## config.mk

```make
export PLATFORM = sky130hd
export DESIGN_NAME = fill_and_cap_station_sequencer
export DESIGN_NICKNAME = d
export VERILOG_FILES = /design/src/hdl/fcs_pkg.sv /design/src/hdl/fill_and_cap_station_sequencer.sv /design/src/hdl/fcs_cfg_regs.sv /design/src/hdl/fcs_core.sv
export SDC_FILE = /design/constraint.sdc
export NUM_CORES = 1
export LEC_CHECK = 0
export BUFFER_PORTS_ARGS = -buffer_cell sky130_fd_sc_hd__buf_4
export CORE_MARGIN = 2
export CORE_UTILIZATION = 60
export CTS_BUF_LIST = sky130_fd_sc_hd__clkbuf_8
export CTS_CLUSTER_SIZE = 12
export DETAILED_ROUTE_END_ITERATION = 16
export PLACE_DENSITY = 0.78
export SLEW_MARGIN = 20
export SYNTH_ARGS = -nofsm -noshare
export SYNTH_HDL_FRONTEND = slang
export SYNTH_HIERARCHICAL = 1
export SYNTH_SLANG_ARGS = --single-unit
```

## constraint.sdc

```tcl
create_clock -name i_clk -period 4.1 [get_ports i_clk]
set_input_delay 1.23 -clock i_clk [delete_from_list [all_inputs] [get_ports i_clk]]
set_output_delay 1.23 -clock i_clk [all_outputs]
set_load 0.02 [all_outputs]
```

## src/hdl/fcs_pkg.sv

```systemverilog
// ----------------------------------------------------------------------------
// fcs_pkg
// Shared types and constants of the fill and cap station sequencer.
// ----------------------------------------------------------------------------
package fcs_pkg;

    localparam int FILL_DELAY_TICKS = 50;
    localparam int CFG_IDX_BITS     = 3;
    localparam int CFG_DATA_BITS    = 16;
    localparam int JARS_BITS        = 8;

    typedef enum logic [1:0] {
        MODE_STOPPED = 2'd0,
        MODE_RUNNING = 2'd1,
        MODE_PAUSED  = 2'd2
    } t_mode;

    typedef enum logic [1:0] {
        CMD_NONE   = 2'd0,
        CMD_START  = 2'd1,
        CMD_STOP   = 2'd2,
        CMD_CENTER = 2'd3
    } t_cmd;

    typedef enum logic [2:0] {
        FILL_IDLE      = 3'd0,
        FILL_WAIT      = 3'd1,
        FILL_CENTERING = 3'd2,
        FILL_PISTON    = 3'd3,
        FILL_DELAY     = 3'd4
    } t_fill_ph;

    typedef enum logic [2:0] {
        CAP_IDLE        = 3'd0,
        CAP_WAIT        = 3'd1,
        CAP_SCREW_ON    = 3'd2,
        CAP_SCREW_PAUSE = 3'd3,
        CAP_CLOSE       = 3'd4,
        CAP_CLOSE_PAUSE = 3'd5
    } t_cap_ph;

    typedef enum logic [CFG_IDX_BITS-1:0] {
        CFG_PISTON_HOLD   = 3'd0,
        CFG_SCREW_PAUSE   = 3'd1,
        CFG_CLOSE_HOLD    = 3'd2,
        CFG_CLOSE_PAUSE   = 3'd3,
        CFG_JARS_PER_SET  = 3'd4,
        CFG_RELEASE_PULSE = 3'd5
    } t_cfg_idx;

    typedef struct packed {
        logic [CFG_DATA_BITS-1:0] piston_hold_ms;
        logic [CFG_DATA_BITS-1:0] screw_pause_ms;
        logic [CFG_DATA_BITS-1:0] close_hold_ms;
        logic [CFG_DATA_BITS-1:0] close_pause_ms;
        logic [JARS_BITS-1:0]     jars_per_set;
        logic [CFG_DATA_BITS-1:0] release_pulse_ms;
    } t_cfg;

    typedef struct packed {
        logic start_pressed;
        logic stop_pressed;
        logic fill_sensor_edge;
        logic cap_sensor_edge;
        logic belt_running;
        logic centering_active;
    } t_item;

    typedef struct packed {
        logic [1:0] machine_mode;
        logic [1:0] belt_command;
        logic       release_valve_on;
        logic       piston_valve_on;
        logic       screw_valve_on;
        logic       close_valve_on;
        logic [2:0] fill_phase;
        logic [2:0] cap_phase;
    } t_result;

endpackage

```

## src/hdl/fill_and_cap_station_sequencer.sv

```systemverilog
// ----------------------------------------------------------------------------
// fill_and_cap_station_sequencer
// Millisecond tick sequencer for a jar fill and cap station.
// ----------------------------------------------------------------------------
// One input word per tick carries the button presses, sensor edges and belt
// status; one result word per tick carries the machine mode, belt command,
// valve levels and both sequence phases. Both channels move a word at an
// edge where valid is high and stall is low.
// A word passes an input register, the update logic and a result register:
// the result shows on o_valid from the result register and is taken at an
// edge where i_stall is low. A new word is taken every cycle while o_stall
// is low, each in one pass (one tick of all counters and both sequences).
// When the result side stalls, the result register holds and the input
// register fills; o_stall then rises until the result is taken.
// The configuration port is always ready and takes a register index and
// data; writes to indexes beyond the register list are ignored.
// Synchronous reset puts the machine stopped, both sequences idle, all
// countdowns at zero and the registers at their default values.
// ----------------------------------------------------------------------------
module fill_and_cap_station_sequencer
    import fcs_pkg::*;
#(
    parameter int TIMER_BITS = 16
) (
    input  logic                     i_clk,
    input  logic                     i_rst_n,
    input  logic                     i_valid,
    output logic                     o_stall,
    input  logic                     i_start_pressed,
    input  logic                     i_stop_pressed,
    input  logic                     i_fill_sensor_edge,
    input  logic                     i_cap_sensor_edge,
    input  logic                     i_belt_running,
    input  logic                     i_centering_active,
    output logic                     o_valid,
    input  logic                     i_stall,
    output logic [1:0]               o_machine_mode,
    output logic [1:0]               o_belt_command,
    output logic                     o_release_valve_on,
    output logic                     o_piston_valve_on,
    output logic                     o_screw_valve_on,
    output logic                     o_close_valve_on,
    output logic [2:0]               o_fill_phase,
    output logic [2:0]               o_cap_phase,
    input  logic                     i_cfg_valid,
    output logic                     o_cfg_ready,
    input  logic [CFG_IDX_BITS-1:0]  i_cfg_index,
    input  logic [CFG_DATA_BITS-1:0] i_cfg_data
);

    t_cfg    cfg;
    t_item   r_in;
    logic    r_in_valid;
    t_result r_out;
    logic    r_out_valid;
    t_result result;
    logic    advance;
    logic    fire;

    assign advance = !r_out_valid || !i_stall;
    assign fire    = r_in_valid && advance;
    assign o_stall = r_in_valid && !advance;

    fcs_cfg_regs u_cfg (
        .i_clk       (i_clk),
        .i_rst_n     (i_rst_n),
        .i_cfg_valid (i_cfg_valid),
        .i_cfg_index (i_cfg_index),
        .i_cfg_data  (i_cfg_data),
        .o_cfg_ready (o_cfg_ready),
        .o_cfg       (cfg)
    );

    fcs_core #(
        .TIMER_BITS (TIMER_BITS)
    ) u_core (
        .i_clk    (i_clk),
        .i_rst_n  (i_rst_n),
        .i_fire   (fire),
        .i_item   (r_in),
        .i_cfg    (cfg),
        .o_result (result)
    );

    // input register
    always_ff @(posedge i_clk) begin
        if (!i_rst_n) begin
            r_in_valid <= 1'b0;
        end else if (!o_stall) begin
            r_in_valid <= i_valid;
        end
    end

    always_ff @(posedge i_clk) begin
        if (!o_stall && i_valid) begin
            r_in.start_pressed    <= i_start_pressed;
            r_in.stop_pressed     <= i_stop_pressed;
            r_in.fill_sensor_edge <= i_fill_sensor_edge;
            r_in.cap_sensor_edge  <= i_cap_sensor_edge;
            r_in.belt_running     <= i_belt_running;
            r_in.centering_active <= i_centering_active;
        end
    end

    // result register
    always_ff @(posedge i_clk) begin
        if (!i_rst_n) begin
            r_out_valid <= 1'b0;
        end else if (advance) begin
            r_out_valid <= r_in_valid;
        end
    end

    always_ff @(posedge i_clk) begin
        if (fire) begin
            r_out <= result;
        end
    end

    assign o_valid            = r_out_valid;
    assign o_machine_mode     = r_out.machine_mode;
    assign o_belt_command     = r_out.belt_command;
    assign o_release_valve_on = r_out.release_valve_on;
    assign o_piston_valve_on  = r_out.piston_valve_on;
    assign o_screw_valve_on   = r_out.screw_valve_on;
    assign o_close_valve_on   = r_out.close_valve_on;
    assign o_fill_phase       = r_out.fill_phase;
    assign o_cap_phase        = r_out.cap_phase;

endmodule

```

## src/hdl/fcs_cfg_regs.sv

```systemverilog
// ----------------------------------------------------------------------------
// fcs_cfg_regs
// Configuration register file with its write port and reset values.
// ----------------------------------------------------------------------------
module fcs_cfg_regs
    import fcs_pkg::*;
(
    input  logic                     i_clk,
    input  logic                     i_rst_n,
    input  logic                     i_cfg_valid,
    input  logic [CFG_IDX_BITS-1:0]  i_cfg_index,
    input  logic [CFG_DATA_BITS-1:0] i_cfg_data,
    output logic                     o_cfg_ready,
    output t_cfg                     o_cfg
);

    t_cfg r_cfg;

    assign o_cfg_ready = 1'b1;
    assign o_cfg       = r_cfg;

    always_ff @(posedge i_clk) begin
        if (!i_rst_n) begin
            r_cfg.piston_hold_ms   <= 16'd1000;
            r_cfg.screw_pause_ms   <= 16'd500;
            r_cfg.close_hold_ms    <= 16'd500;
            r_cfg.close_pause_ms   <= 16'd500;
            r_cfg.jars_per_set     <= 8'd1;
            r_cfg.release_pulse_ms <= 16'd500;
        end else if (i_cfg_valid) begin
            unique case (t_cfg_idx'(i_cfg_index))
                CFG_PISTON_HOLD:   r_cfg.piston_hold_ms   <= i_cfg_data;
                CFG_SCREW_PAUSE:   r_cfg.screw_pause_ms   <= i_cfg_data;
                CFG_CLOSE_HOLD:    r_cfg.close_hold_ms    <= i_cfg_data;
                CFG_CLOSE_PAUSE:   r_cfg.close_pause_ms   <= i_cfg_data;
                CFG_JARS_PER_SET:  r_cfg.jars_per_set     <= i_cfg_data[JARS_BITS-1:0];
                CFG_RELEASE_PULSE: r_cfg.release_pulse_ms <= i_cfg_data;
                default: ;
            endcase
        end
    end

endmodule

```

## src/hdl/fcs_core.sv

```systemverilog
// ----------------------------------------------------------------------------
// fcs_core
// Sequencer state and the per-tick update of mode, fill and cap sequences.
// ----------------------------------------------------------------------------
module fcs_core
    import fcs_pkg::*;
#(
    parameter int TIMER_BITS = 16
) (
    input  logic    i_clk,
    input  logic    i_rst_n,
    input  logic    i_fire,
    input  t_item   i_item,
    input  t_cfg    i_cfg,
    output t_result o_result
);

    localparam logic [TIMER_BITS-1:0] TIMER_MAX = '1;
    localparam logic [TIMER_BITS-1:0] TIMER_ONE = TIMER_BITS'(1);

    t_mode                 r_mode,     n_mode;
    t_fill_ph              r_fill,     n_fill;
    t_cap_ph               r_cap,      n_cap;
    logic [JARS_BITS-1:0]  r_fskip,    n_fskip;
    logic [JARS_BITS-1:0]  r_cskip,    n_cskip;
    logic [TIMER_BITS-1:0] r_fdelay,   n_fdelay;
    logic [TIMER_BITS-1:0] r_cpause,   n_cpause;
    logic [TIMER_BITS-1:0] r_release,  n_release;
    logic [TIMER_BITS-1:0] r_piston,   n_piston;
    logic [TIMER_BITS-1:0] r_close,    n_close;
    logic                  r_screw,    n_screw;
    t_cmd                  n_cmd;
    logic                  n_belt;
    logic                  n_centering;
    logic [JARS_BITS-1:0]  skip_load;

    function automatic logic [TIMER_BITS-1:0] sat_t(input logic [CFG_DATA_BITS-1:0] v);
        logic [31:0] w;
        w = 32'(v);
        if (w > 32'(TIMER_MAX)) begin
            return TIMER_MAX;
        end
        return TIMER_BITS'(w);
    endfunction

    assign skip_load = (i_cfg.jars_per_set != '0) ? i_cfg.jars_per_set - 8'd1 : '0;

    // next state
    always_comb begin
        n_mode      = r_mode;
        n_fill      = r_fill;
        n_cap       = r_cap;
        n_fskip     = r_fskip;
        n_cskip     = r_cskip;
        n_fdelay    = r_fdelay;
        n_cpause    = r_cpause;
        n_release   = r_release;
        n_piston    = r_piston;
        n_close     = r_close;
        n_screw     = r_screw;
        n_cmd       = CMD_NONE;
        n_belt      = i_item.belt_running;
        n_centering = i_item.centering_active;

        // countdowns run only while running
        if (r_mode == MODE_RUNNING) begin
            if (n_release != '0) n_release = n_release - TIMER_ONE;
            if (n_piston != '0)  n_piston  = n_piston - TIMER_ONE;
            if (n_close != '0)   n_close   = n_close - TIMER_ONE;
            if (n_fdelay != '0)  n_fdelay  = n_fdelay - TIMER_ONE;
            if (n_cpause != '0)  n_cpause  = n_cpause - TIMER_ONE;
        end

        if (i_item.start_pressed) begin
            if (n_mode == MODE_PAUSED) begin
                n_mode = MODE_RUNNING;
            end else if (n_mode != MODE_RUNNING) begin
                n_mode      = MODE_RUNNING;
                n_fill      = FILL_IDLE;
                n_cap       = CAP_IDLE;
                n_fskip     = '0;
                n_cskip     = '0;
                n_cmd       = CMD_START;
                n_belt      = 1'b1;
                n_centering = 1'b0;
                n_release   = sat_t(i_cfg.release_pulse_ms);
            end
        end

        if (i_item.stop_pressed) begin
            if (n_mode == MODE_RUNNING) begin
                n_mode      = MODE_PAUSED;
                n_cmd       = CMD_STOP;
                n_belt      = 1'b0;
                n_centering = 1'b0;
            end else if (n_mode == MODE_PAUSED) begin
                n_mode      = MODE_STOPPED;
                n_fill      = FILL_IDLE;
                n_cap       = CAP_IDLE;
                n_cmd       = CMD_STOP;
                n_belt      = 1'b0;
                n_centering = 1'b0;
                n_release   = '0;
                n_piston    = '0;
                n_close     = '0;
                n_fdelay    = '0;
                n_cpause    = '0;
                n_screw     = 1'b0;
            end
        end

        if (n_mode == MODE_RUNNING) begin
            unique case (n_fill)
                FILL_WAIT: begin
                    if (i_item.fill_sensor_edge) begin
                        if (n_fskip == '0) begin
                            n_cmd       = CMD_CENTER;
                            n_centering = 1'b1;
                            n_fill      = FILL_CENTERING;
                        end else begin
                            n_fskip = n_fskip - 8'd1;
                        end
                    end
                end
                FILL_CENTERING: begin
                    if (!n_belt) begin
                        n_piston = sat_t(i_cfg.piston_hold_ms);
                        n_fill   = FILL_PISTON;
                    end
                end
                FILL_PISTON: begin
                    if (n_piston == '0) begin
                        n_fdelay = sat_t(CFG_DATA_BITS'(FILL_DELAY_TICKS));
                        n_fill   = FILL_DELAY;
                    end
                end
                FILL_DELAY: begin
                    if (n_fdelay == '0) begin
                        n_fskip   = skip_load;
                        n_fill    = FILL_WAIT;
                        n_release = sat_t(i_cfg.release_pulse_ms);
                    end
                end
                default: n_fill = FILL_WAIT;
            endcase

            unique case (n_cap)
                CAP_WAIT: begin
                    if (i_item.cap_sensor_edge) begin
                        if (n_cskip == '0) begin
                            n_cmd       = CMD_STOP;
                            n_belt      = 1'b0;
                            n_centering = 1'b0;
                            n_screw     = 1'b1;
                            n_cap       = CAP_SCREW_ON;
                        end else begin
                            n_cskip = n_cskip - 8'd1;
                        end
                    end
                end
                CAP_SCREW_ON: begin
                    n_cpause = sat_t(i_cfg.screw_pause_ms);
                    n_cap    = CAP_SCREW_PAUSE;
                end
                CAP_SCREW_PAUSE: begin
                    if (n_cpause == '0) begin
                        n_close = sat_t(i_cfg.close_hold_ms);
                        n_cap   = CAP_CLOSE;
                    end
                end
                CAP_CLOSE: begin
                    if (n_close == '0) begin
                        n_cpause = sat_t(i_cfg.close_pause_ms);
                        n_cap    = CAP_CLOSE_PAUSE;
                    end
                end
                CAP_CLOSE_PAUSE: begin
                    if (n_cpause == '0) begin
                        n_screw = 1'b0;
                        n_cskip = skip_load;
                        n_cap   = CAP_WAIT;
                    end
                end
                default: n_cap = CAP_WAIT;
            endcase

            // belt arbitration
            if (!n_centering) begin
                if ((n_fill != FILL_IDLE && n_fill != FILL_WAIT) ||
                    (n_cap != CAP_IDLE && n_cap != CAP_WAIT)) begin
                    if (n_belt) begin
                        n_cmd  = CMD_STOP;
                        n_belt = 1'b0;
                    end
                end else if (!n_belt) begin
                    n_cmd  = CMD_START;
                    n_belt = 1'b1;
                end
            end
        end
    end

    // result word
    always_comb begin
        o_result.machine_mode     = n_mode;
        o_result.belt_command     = n_cmd;
        o_result.release_valve_on = (n_release != '0);
        o_result.piston_valve_on  = (n_piston != '0);
        o_result.screw_valve_on   = n_screw;
        o_result.close_valve_on   = (n_close != '0);
        o_result.fill_phase       = n_fill;
        o_result.cap_phase        = n_cap;
    end

    always_ff @(posedge i_clk) begin
        if (!i_rst_n) begin
            r_mode    <= MODE_STOPPED;
            r_fill    <= FILL_IDLE;
            r_cap     <= CAP_IDLE;
            r_fskip   <= '0;
            r_cskip   <= '0;
            r_fdelay  <= '0;
            r_cpause  <= '0;
            r_release <= '0;
            r_piston  <= '0;
            r_close   <= '0;
            r_screw   <= 1'b0;
        end else if (i_fire) begin
            r_mode    <= n_mode;
            r_fill    <= n_fill;
            r_cap     <= n_cap;
            r_fskip   <= n_fskip;
            r_cskip   <= n_cskip;
            r_fdelay  <= n_fdelay;
            r_cpause  <= n_cpause;
            r_release <= n_release;
            r_piston  <= n_piston;
            r_close   <= n_close;
            r_screw   <= n_screw;
        end
    end

`ifndef NO_ASSERTIONS
    a_stopped_quiet: assert property (@(posedge i_clk) disable iff (!i_rst_n)
        r_mode == MODE_STOPPED |-> r_release == '0 && r_piston == '0 && r_close == '0
            && r_fdelay == '0 && r_cpause == '0 && !r_screw)
        else $error("countdown or screw valve active while stopped");

    a_piston_phase: assert property (@(posedge i_clk) disable iff (!i_rst_n)
        r_piston != '0 |-> r_fill == FILL_PISTON)
        else $error("piston valve on outside piston phase");

    a_close_phase: assert property (@(posedge i_clk) disable iff (!i_rst_n)
        r_close != '0 |-> r_cap == CAP_CLOSE)
        else $error("close valve on outside close phase");

    a_screw_phase: assert property (@(posedge i_clk) disable iff (!i_rst_n)
        r_screw |-> r_cap == CAP_SCREW_ON || r_cap == CAP_SCREW_PAUSE
            || r_cap == CAP_CLOSE || r_cap == CAP_CLOSE_PAUSE)
        else $error("screw valve on outside cap sequence");
`endif

endmodule
```

After elaboration in Yosys (flattened, before gate mapping) --
Cells that the tools add are included.
Storage, ports and cells: flip-flop bits (word level) 215, bits in latches 0, RAM bits 0, memory bits (read-only) 0, word-level logic and storage cells 240, memories kept 0
Operators by class: add/subtract/negate cells 8, $mul 0, divide/modulo/power cells 0, $lt $le $gt $ge 0, equal/unequal tests 22, shifts and indexed selects 0, muxes and demuxes 142, bitwise gates (word level) 0, reduce and logical (&&, ||, !) cells 35
Operators with widths (count):
- two-way mux 16 bit | 42
- nonzero test 16 bit | 8
- two-way mux 8 bit | 15
- subtractor 16 x 1 -> 16 bit (second input constant) | 5
- two-way mux 3 bit | 26
- logical NOT 16 bit | 4
- two-way mux 2 bit | 22
- one-hot mux 16 bit (2 select lines) | 1
- one-hot mux 8 bit (2 select lines) | 2
- two-way mux 1 bit | 31
- subtractor 8 x 1 -> 8 bit (second input constant) | 3
- == test 3 x 2 -> 1 bit (second input constant) | 6
- logical NOT 8 bit | 2
- == test 3 bit (second input constant) | 5
- one-hot mux 3 bit (5 select lines) | 1
- one-hot mux 3 bit (4 select lines) | 1
- AND reduction 2 bit | 6
- == test 3 x 1 -> 1 bit (second input constant) | 3
- nonzero test 8 bit | 1
- == test 2 x 1 -> 1 bit (second input constant) | 3
- inequality test 3 x 1 -> 1 bit (second input constant) | 2
- nonzero test 3 bit | 2
- logical AND 1 bit | 5
- == test 2 bit (second input constant) | 2
- 5 further kinds | 9

Depth between registers and ports, before layout --
Gate-level depths: netlist of the first run.
word-level depth 18, mapped depth 18

By module --
Netlist of the first run, hierarchy kept.
By module, submodules not included:
- fcs_core | times used 1, cells an instance 1307, area each 9142.5 um^2, seq. area each 2102.0 um^2
- fcs_cfg_regs | times used 1, cells an instance 319, area each 3378.2 um^2, seq. area each 1761.7 um^2
- fill_and_cap_station_sequencer | times used 1, cells an instance 28, area each 684.4 um^2, seq. area each 640.6 um^2

Worst setup path after synthesis of the first run --
No wires, ideal clock.
path kind input to register, from input i_stall, to register u_core.r_cpause[6], library setup time 147 ps, data arrival time 3622 ps, slack 331 ps, stages on the path 6, buffers on the path 4, path through a21boi_0 -> clkbuf_1 -> clkbuf_1 -> clkbuf_1 -> clkbuf_1 -> a41oi_1
On the way: word-level cells in the longest chain between the ends 3
Ends and longest elaborated chain:
- start: declaration | RTL line fill_and_cap_station_sequencer.sv:36 | input logic i_stall,
- logical NOT 1 bit | RTL line fill_and_cap_station_sequencer.sv:60 | assign advance = !r_out_valid || !i_stall;
- logical OR 1 bit | RTL line fill_and_cap_station_sequencer.sv:60
- logical AND 1 bit | RTL line fill_and_cap_station_sequencer.sv:61 | assign fire = r_in_valid && advance;
- end signal: assignment | RTL line fcs_core.sv:235 | r_cpause <= n_cpause;
- end: declaration | RTL line fcs_core.sv:27 | logic [TIMER_BITS-1:0] r_cpause, n_cpause;
Every way passes these cells. A chain may end at the register's enable or synchronous reset.

==> results by group, run 1 <==
Placement
  – HPWL Detailed: 28.0 mm
  – Port Buffers: 45
  – Place WS: 59.6 ps
  – Cell count after placement: 1919
  – Routability congestion estimate: 1.04

Routing
  – DR iter-0 viols: 1320
  – Routed Antenna Nets: 0
  – Met3 wire len: 3.62 mm
  – Top Metal Used: met4
  – Total routed wirelength: 40.4 mm
  – Met2 wire length: 18.1 mm
  – Vias: 13092
  – M1 WL: 17.3 mm
  – DR vias/cell: 6.58
  – Detailed Routing Iterations Pass 1: 6
  – Wire per inst: 20.3 microns
  – DRC: 0

Power
  – Reg power frac: 43.2%
  – Gate power share: 17.6%
  – Clock group share of total power: 39.2%
  – Peak VDD IR: 0.316 mV
  – Int Pwr: 3.74 mW
  – Pwr dens: 361 mW/mm^2
  – Sw frac: 29.9%
  – Leak: 5.75 nW
  – Pwr Total: 5.34 mW
  – NetSw: 1.59 mW

Timing
  – Tightest Pin Transition: 868 ps
  – Min Tclk post-route: 3980 ps
  – Part of the cycle the worst path needs: 97.1%
  – Final setup fails: 0
  – Max_slew headroom: 42.1%
  – Hold Vio Cnt, Final: 0
  – Pins Over Slew Limit: 0
  – Worst setup margin: 120 ps
  – Final Skew: 34.1 ps
  – F_max: 251 MHz

Setup path
  – Cell Chain, Critical Path: inv_1, ha_1, buf_12, or3b_2, nor4_1, o21ai_0, xnor2_1, a211oi_1, a41oi_1, nand2b_1, a211o_1, a32o_1
  – Family with the most delay on the worst path: compound AO/OA/AOI/OAI gates
  – RR Startpoint: u_core/r_mode[1]
  – Largest stage delay, worst path: 490 ps
  – Worst EP arrival: 4260 ps
  – CP Buf/Inv Count: 2
  – CP max-delay cell: or3b_2
  – Setup CP Type: flop to flop
  – Worst setup EP type: flop
  – Beginning of the critical path: u_core/r_mode[1]
  – CP Max Fanout: 28
  – Crit path required time: 4380 ps
  – Crit start category: flop

Layout
  – Ant. Diodes: 0
  – Most frequent cells in the layout: 198 x nand2_1, 195 x dfxtp_1, 137 x nor2_1
  – Most common cell after layout, fill and taps aside: nand2_1
  – Fin util: 68.2%
  – Synth-to-layout area growth: 12.1%
  – Non-filler instance count after layout: 1989
  – Final-stage net count: 1728
  – Fill count: 1859
  – Share of cells above drive strength 1: 12.9%

Floorplan
  – # IOs: 47
  – Die height: 152 microns
  – Initial Util: 60.9%
  – Die footprint: 0.0232 sq mm
  – Row cnt: 54
  – Die Wd: 152 microns
  – Core box area: 0.0217 sq mm

Logic synthesis
  – Mapped Nets: 1701
  – Prevailing post-synth register cell: dfxtp_1
  – Synthesized instance count: 1654
  – Synthesized area per cell: 7.98 sq um
  – Adder-Cell Fraction of Synth Area: 1.61%
  – Yosys reg bits: 215
  – EDFF count, synth: 20
  – Yosys warnings: 6
  – Seq/Total Area, Yosys: 34.1%
  – Mapped Area: 0.0132 sq mm
  – Simple-gate share of the synthesized area: 26.7%
  – Largest family of logic cells by synthesized area: simple AND/OR/NAND/NOR gates
  – Mux share of post-synthesis cell area: 9.01%
  – Yosys cell types: 81
  – Async set or reset register ratio after synthesis: 0%
  – XOR/XNOR Fraction of Synth Area: 2.92%
  – Complex-gate fraction of the synthesized area: 20.9%

Clock network
  – Num CTS Buffers: 38
  – CTS root buf: clkbuf_8
  – # hold bufs at CTS: 0
  – Clock latency at the later pin of the worst-skew pair: 550 ps
  – Max Buffers Root-to-Sink: 3
  – Max H-tree Level: 2
  – Clock transition at path regs: 60 ps
  – CTS tree: built
  – Sink Count: 215

GRT
  – GRT Util Overall: 33.4%
  – Vias in the first global route: 12217
  – Largest net degree at the start of global routing: 147
  – GRT overflow: 0
  – Initial antenna violation count: 1
  – First-pass GRT wire length: 64.3 mm

Run
  – Max Cap Viol: 0

Worst hold path
  – Hold WC Path Type: flop to flop
  – Min-delay src: u_cfg/o_cfg[57]

Outcome
  – Status: finished, final reports clean
## cell usage after synthesis, types with 20 or more instances
cell,n,area [sq um]
a221oi_1,22,193
a21oi_1,88,440
mux2i_1,111,1110
edfxtp_1,20,601
nor2_1,137,514
inv_1,32,120
nand3_1,45,225
nor3_1,64,320
a211oi_1,29,218
nor4_1,40,250
a31oi_1,24,150
dfxtp_1,195,3900
o21ai_0,104,521
or3_1,34,213
clkbuf_1,93,349
nor2b_1,48,300
xnor2_1,28,245
nand2_1,198,743
## state kept, by name, summed over array words and instances (netlist names), 8 cells and up
| signal | flops |
|---|---|
| u_core/r_cpause | 16 |
| u_core/r_cskip | 8 |
| u_core/r_piston | 16 |
| u_core/r_fskip | 8 |
| u_cfg/o_cfg | 88 |
| u_core/r_close | 16 |
| u_core/r_fdelay | 16 |
| u_core/r_release | 16 |
## stage by stage
step           setup TNS (ps)  hold slack, ps  instance area (sq um)
2_1_floorplan               0             435                  13200
3_3_place_gp                0             444                  13900
6_report                    0             462                  14800
5_1_grt                 -36.6             480                  14800
3_5_place_dp                0             450                  13900
4_1_cts                     0             461                  14700
## routing by layer
metal / GRT usage, % / vias to the layer above
met5: 0 / -
met4: 11.0 / 0
met3: 4.98 / 103
met2: 53.9 / 602
met1: 46.1 / 6220
li1: - / 6167
## worst paths after layout
kind	endpoint	slack [ps]	depth (start not counted)
setup / recovery	o_fill_phase[1]	120	12
hold / removal	u_cfg/o_cfg[57]	460	2
hold reg to reg	u_cfg/o_cfg[57]	460	2
setup reg to reg	o_fill_phase[1]	120	12
## cell families (layout without fill, tap and decap cells)
logic type / after synthesis / after routing
AO/OA/AOI/OAI: 418 / 418
XOR/XNOR: 44 / 44
adder cells (fa/ha/maj): 17 / 17
buffers and inverters: 152 / 206
flip-flops: 215 / 215
multiplexers: 118 / 118
other: 1 / 1
AND/OR/NAND/NOR: 689 / 690
## repair_timing
item	CTS	global route
resized for setup	0	20
endpoints found under the setup margin	0	7
setup buffers	0	1
## worst register-to-register path, delay by kind of cell, from the launching register on
| kind | cells | cell delay, ps |
|---|---|---|
| compound gates | 5 | 1660 |
| xor+xnor | 1 | 190 |
| fa+ha+maj | 1 | 240 |
| buf+inv | 2 | 330 |
| flops | 1 | 330 |
| simple gates | 3 | 960 |
## power by group through the flow
stage | clock (mW) | sequential, mW | combinational (mW)
floorplan | 0 | 2.31 | 0.637
global placement | 0 | 2.34 | 0.883
detailed placement | 0 | 2.34 | 0.897
CTS | 2.12 | 2.30 | 0.903
global route | 2.21 | 2.31 | 1.02
finish | 2.09 | 2.30 | 0.939
## final cells by class
class | instances | area, sq um | share of cell area [%]
clock buffers | 48 | 661 | 4.46
clock inverters | 20 | 145 | 0.981
inverters | 34 | 128 | 0.862
multi-input cells | 1288 | 8200 | 55.4
flip-flops and latches | 215 | 4500 | 30.4
well taps | 280 | 350 | 2.37
repair buffers | 104 | 817 | 5.52
Power figures use the tool's default switching activity.
==> run 2: changes to the inputs <==
--- a/config.mk
+++ b/config.mk
@@ -12,6 +12,7 @@
 export CTS_CLUSTER_SIZE = 12
 export DETAILED_ROUTE_END_ITERATION = 16
 export PLACE_DENSITY = 0.78
+export RECOVER_POWER = 50
 export SLEW_MARGIN = 20
 export SYNTH_ARGS = -nofsm -noshare
 export SYNTH_HDL_FRONTEND = slang
==> run 2 against run 1 <==
The run now ends with capacitance limit, slew limit left. Setup slack improved by 32 ps. Core utilization fell by 0.48 points. First-iteration DRC count fell by 0.83%. Cell count barely moved. Global-route usage did not move. Final area fell by 0.70%. Sequential share of layout area rose by 0.22 points. Combinational power fell by 1%. Critical endpoint is now o_piston_valve_on.
==> results by group, run 2 (synthesized netlist as in run 1, its figures left out) <==
Layout
  – Cell area after layout: 0.0147 sq mm
  – Final-stage net count: 1728
  – Largest register FFs: 88
  – Most common cell after layout, fill and taps aside: nand2_1
  – Share of cells above drive strength 1: 11.5%
  – Synth-to-layout area growth: 11.3%
  – Most frequent cells in the layout: 198 x nand2_1, 195 x dfxtp_1, 137 x nor2_1

Routing
  – Detailed Routing Iterations Pass 1: 6
  – DR vias/cell: 6.63
  – Vias: 13188
  – Total routed wirelength: 40.4 mm
  – DRC: 0
  – Routed Antenna Nets: 0
  – Wire per inst: 20.3 microns
  – DR iter-0 viols: 1309

Clock network
  – Max Buffers Root-to-Sink: 3
  – Max H-tree Level: 2
  – CTS tree: built
  – Num CTS Buffers: 38
  – CTS root buf: clkbuf_8
  – Clock latency at the later pin of the worst-skew pair: 550 ps
  – Clock transition at path regs: 60 ps
  – Sink Count: 215

Run
  – Max Cap Viol: 2

Setup path
  – Family with the most delay on the worst path: simple AND/OR/NAND/NOR gates
  – RR Startpoint: u_core/r_mode[0]
  – Worst R2R Path Depth: 17
  – Critical Path Sink: o_piston_valve_on
  – Crit start category: flop
  – Reg2Reg Setup Slack: 150 ps
  – Stages on worst setup path: 17
  – CP max-delay cell: or4_1
  – Largest stage delay, worst path: 510 ps
  – Beginning of the critical path: u_core/r_mode[0]
  – Worst EP arrival: 4220 ps
  – Crit path required time: 4380 ps
  – CP Buf/Inv Count: 3
  – CP Max Fanout: 5
  – Setup CP Type: flop to flop
  – Cell Chain, Critical Path: inv_1, ha_1, nand2b_1, nand2_1, nand2_1, inv_1, ha_1, o21ai_0, a21boi_2, nor4bb_4, buf_6, or2_2, nor2_1, a21oi_1, and4_1, nand4_1, or4_1
  – Reg2reg end: o_piston_valve_on
  – Worst setup EP type: flop

Floorplan
  – Die Wd: 152 microns
  – Core box area: 0.0217 sq mm
  – Die height: 152 microns
  – Row cnt: 54
  – Initial Util: 60.9%
  – # IOs: 47
  – Die footprint: 0.0232 sq mm

Placement
  – Routability congestion estimate: 1.04
  – Post-place instance area: 0.0139 sq mm
  – Port Buffers: 45
  – HPWL Detailed: 28.0 mm

GRT
  – Largest net degree at the start of global routing: 147
  – GRT Util Overall: 33.4%
  – First-pass GRT wire length: 64.3 mm
  – Initial antenna violation count: 1
  – Vias in the first global route: 12217
  – GRT overflow: 0

Worst hold path
  – Hold WC Path Type: flop to flop

Power
  – Peak VDD IR: 0.317 mV
  – Pwr Total: 5.32 mW
  – Pwr dens: 362 mW/mm^2
  – Leak: 5.67 nW

Timing
  – Tightest Pin Transition: 1900 ps
  – Final Skew: 32.0 ps
  – F_max: 253 MHz
  – Max_slew headroom: -26.5%
  – Min Tclk post-route: 3950 ps
  – Pins Over Slew Limit: 184
  – Hold Vio Cnt, Final: 0
  – Final setup fails: 0
  – Part of the cycle the worst path needs: 96.3%

Outcome
  – Status: finished with violations
  – Failing checks: capacitance limit, slew limit
-- run 2: cell count changes in the layout (fill, tap and decap cells not counted), sizes merged --
cell    previous run  this run
buf              104        76
diode              0         1
clkbuf            48        76
-- run 2: per-layer routing --
layer	share of wire, %	wire, microns	GRT usage [%]	up-vias
met4	3.1	1240	11.0	0
li1	-	-	-	6189
met5	0	0	0	-
met2	45	18200	53.9	657
met1	42	17100	46.1	6246
met3	9.6	3860	4.98	96
-- run 2: what timing repair did --
action | 4_1_cts | 5_1_grt
resized for setup | 0 | 20
buffers inserted | 0 | 1
setup endpoints to repair | 0 | 7
hold buffers | 0 | 0
-- run 2: tightest hold or removal path: stages, from the launching register on --
cell     delay, ps
dfxtp_1        310
nand2_1         50
mux2i_1         50
-- run 2: per-stage QoR --
stage                     setup WS [ps]  util, %  TNS, ps  instances  hold slack [ps]
after global placement              190     64.1        0       1919              444
final                               153     67.8        0       1990              461
after global routing              -36.6     67.8    -36.6       1989              480
after floorplan                     331        -        0       1654              435
after detailed placement           59.6     64.1        0       1919              450
after CTS                          1.73     67.8        0       1987              461
-- run 2: final cells by class --
| class | count | area, sq um |
|---|---|---|
| flip-flops and latches | 215 | 4500 |
| clock buffers | 48 | 661 |
| diodes | 1 | 2.50 |
| inverters | 34 | 128 |
| repair buffers | 104 | 727 |
| clock inverters | 20 | 145 |
| well taps | 280 | 350 |
| fillers | 1873 | 6990 |
| multi-input cells | 1288 | 8180 |
-- run 2: how the worst min path moves through the flow --
stage	depth (start not counted)	endpoint	start	slack, ps
after floorplan	2	u_cfg/o_cfg[70]	u_cfg/o_cfg[70]	430
after detailed placement	2	u_cfg/o_cfg[57]	u_cfg/o_cfg[57]	450
after CTS	2	u_cfg/o_cfg[37]	u_cfg/o_cfg[37]	460
final	2	u_cfg/o_cfg[57]	u_cfg/o_cfg[57]	460
after global routing	2	u_cfg/o_cfg[57]	u_cfg/o_cfg[57]	480
after global placement	2	u_cfg/o_cfg[59]	u_cfg/o_cfg[59]	440
-- run 2: power by group --
group | internal, mW | switching (mW)
Combinational | 0.345 | 0.582
Sequential | 2.21 | 0.0981
Clock | 1.18 | 0.910
Total | 3.73 | 1.59
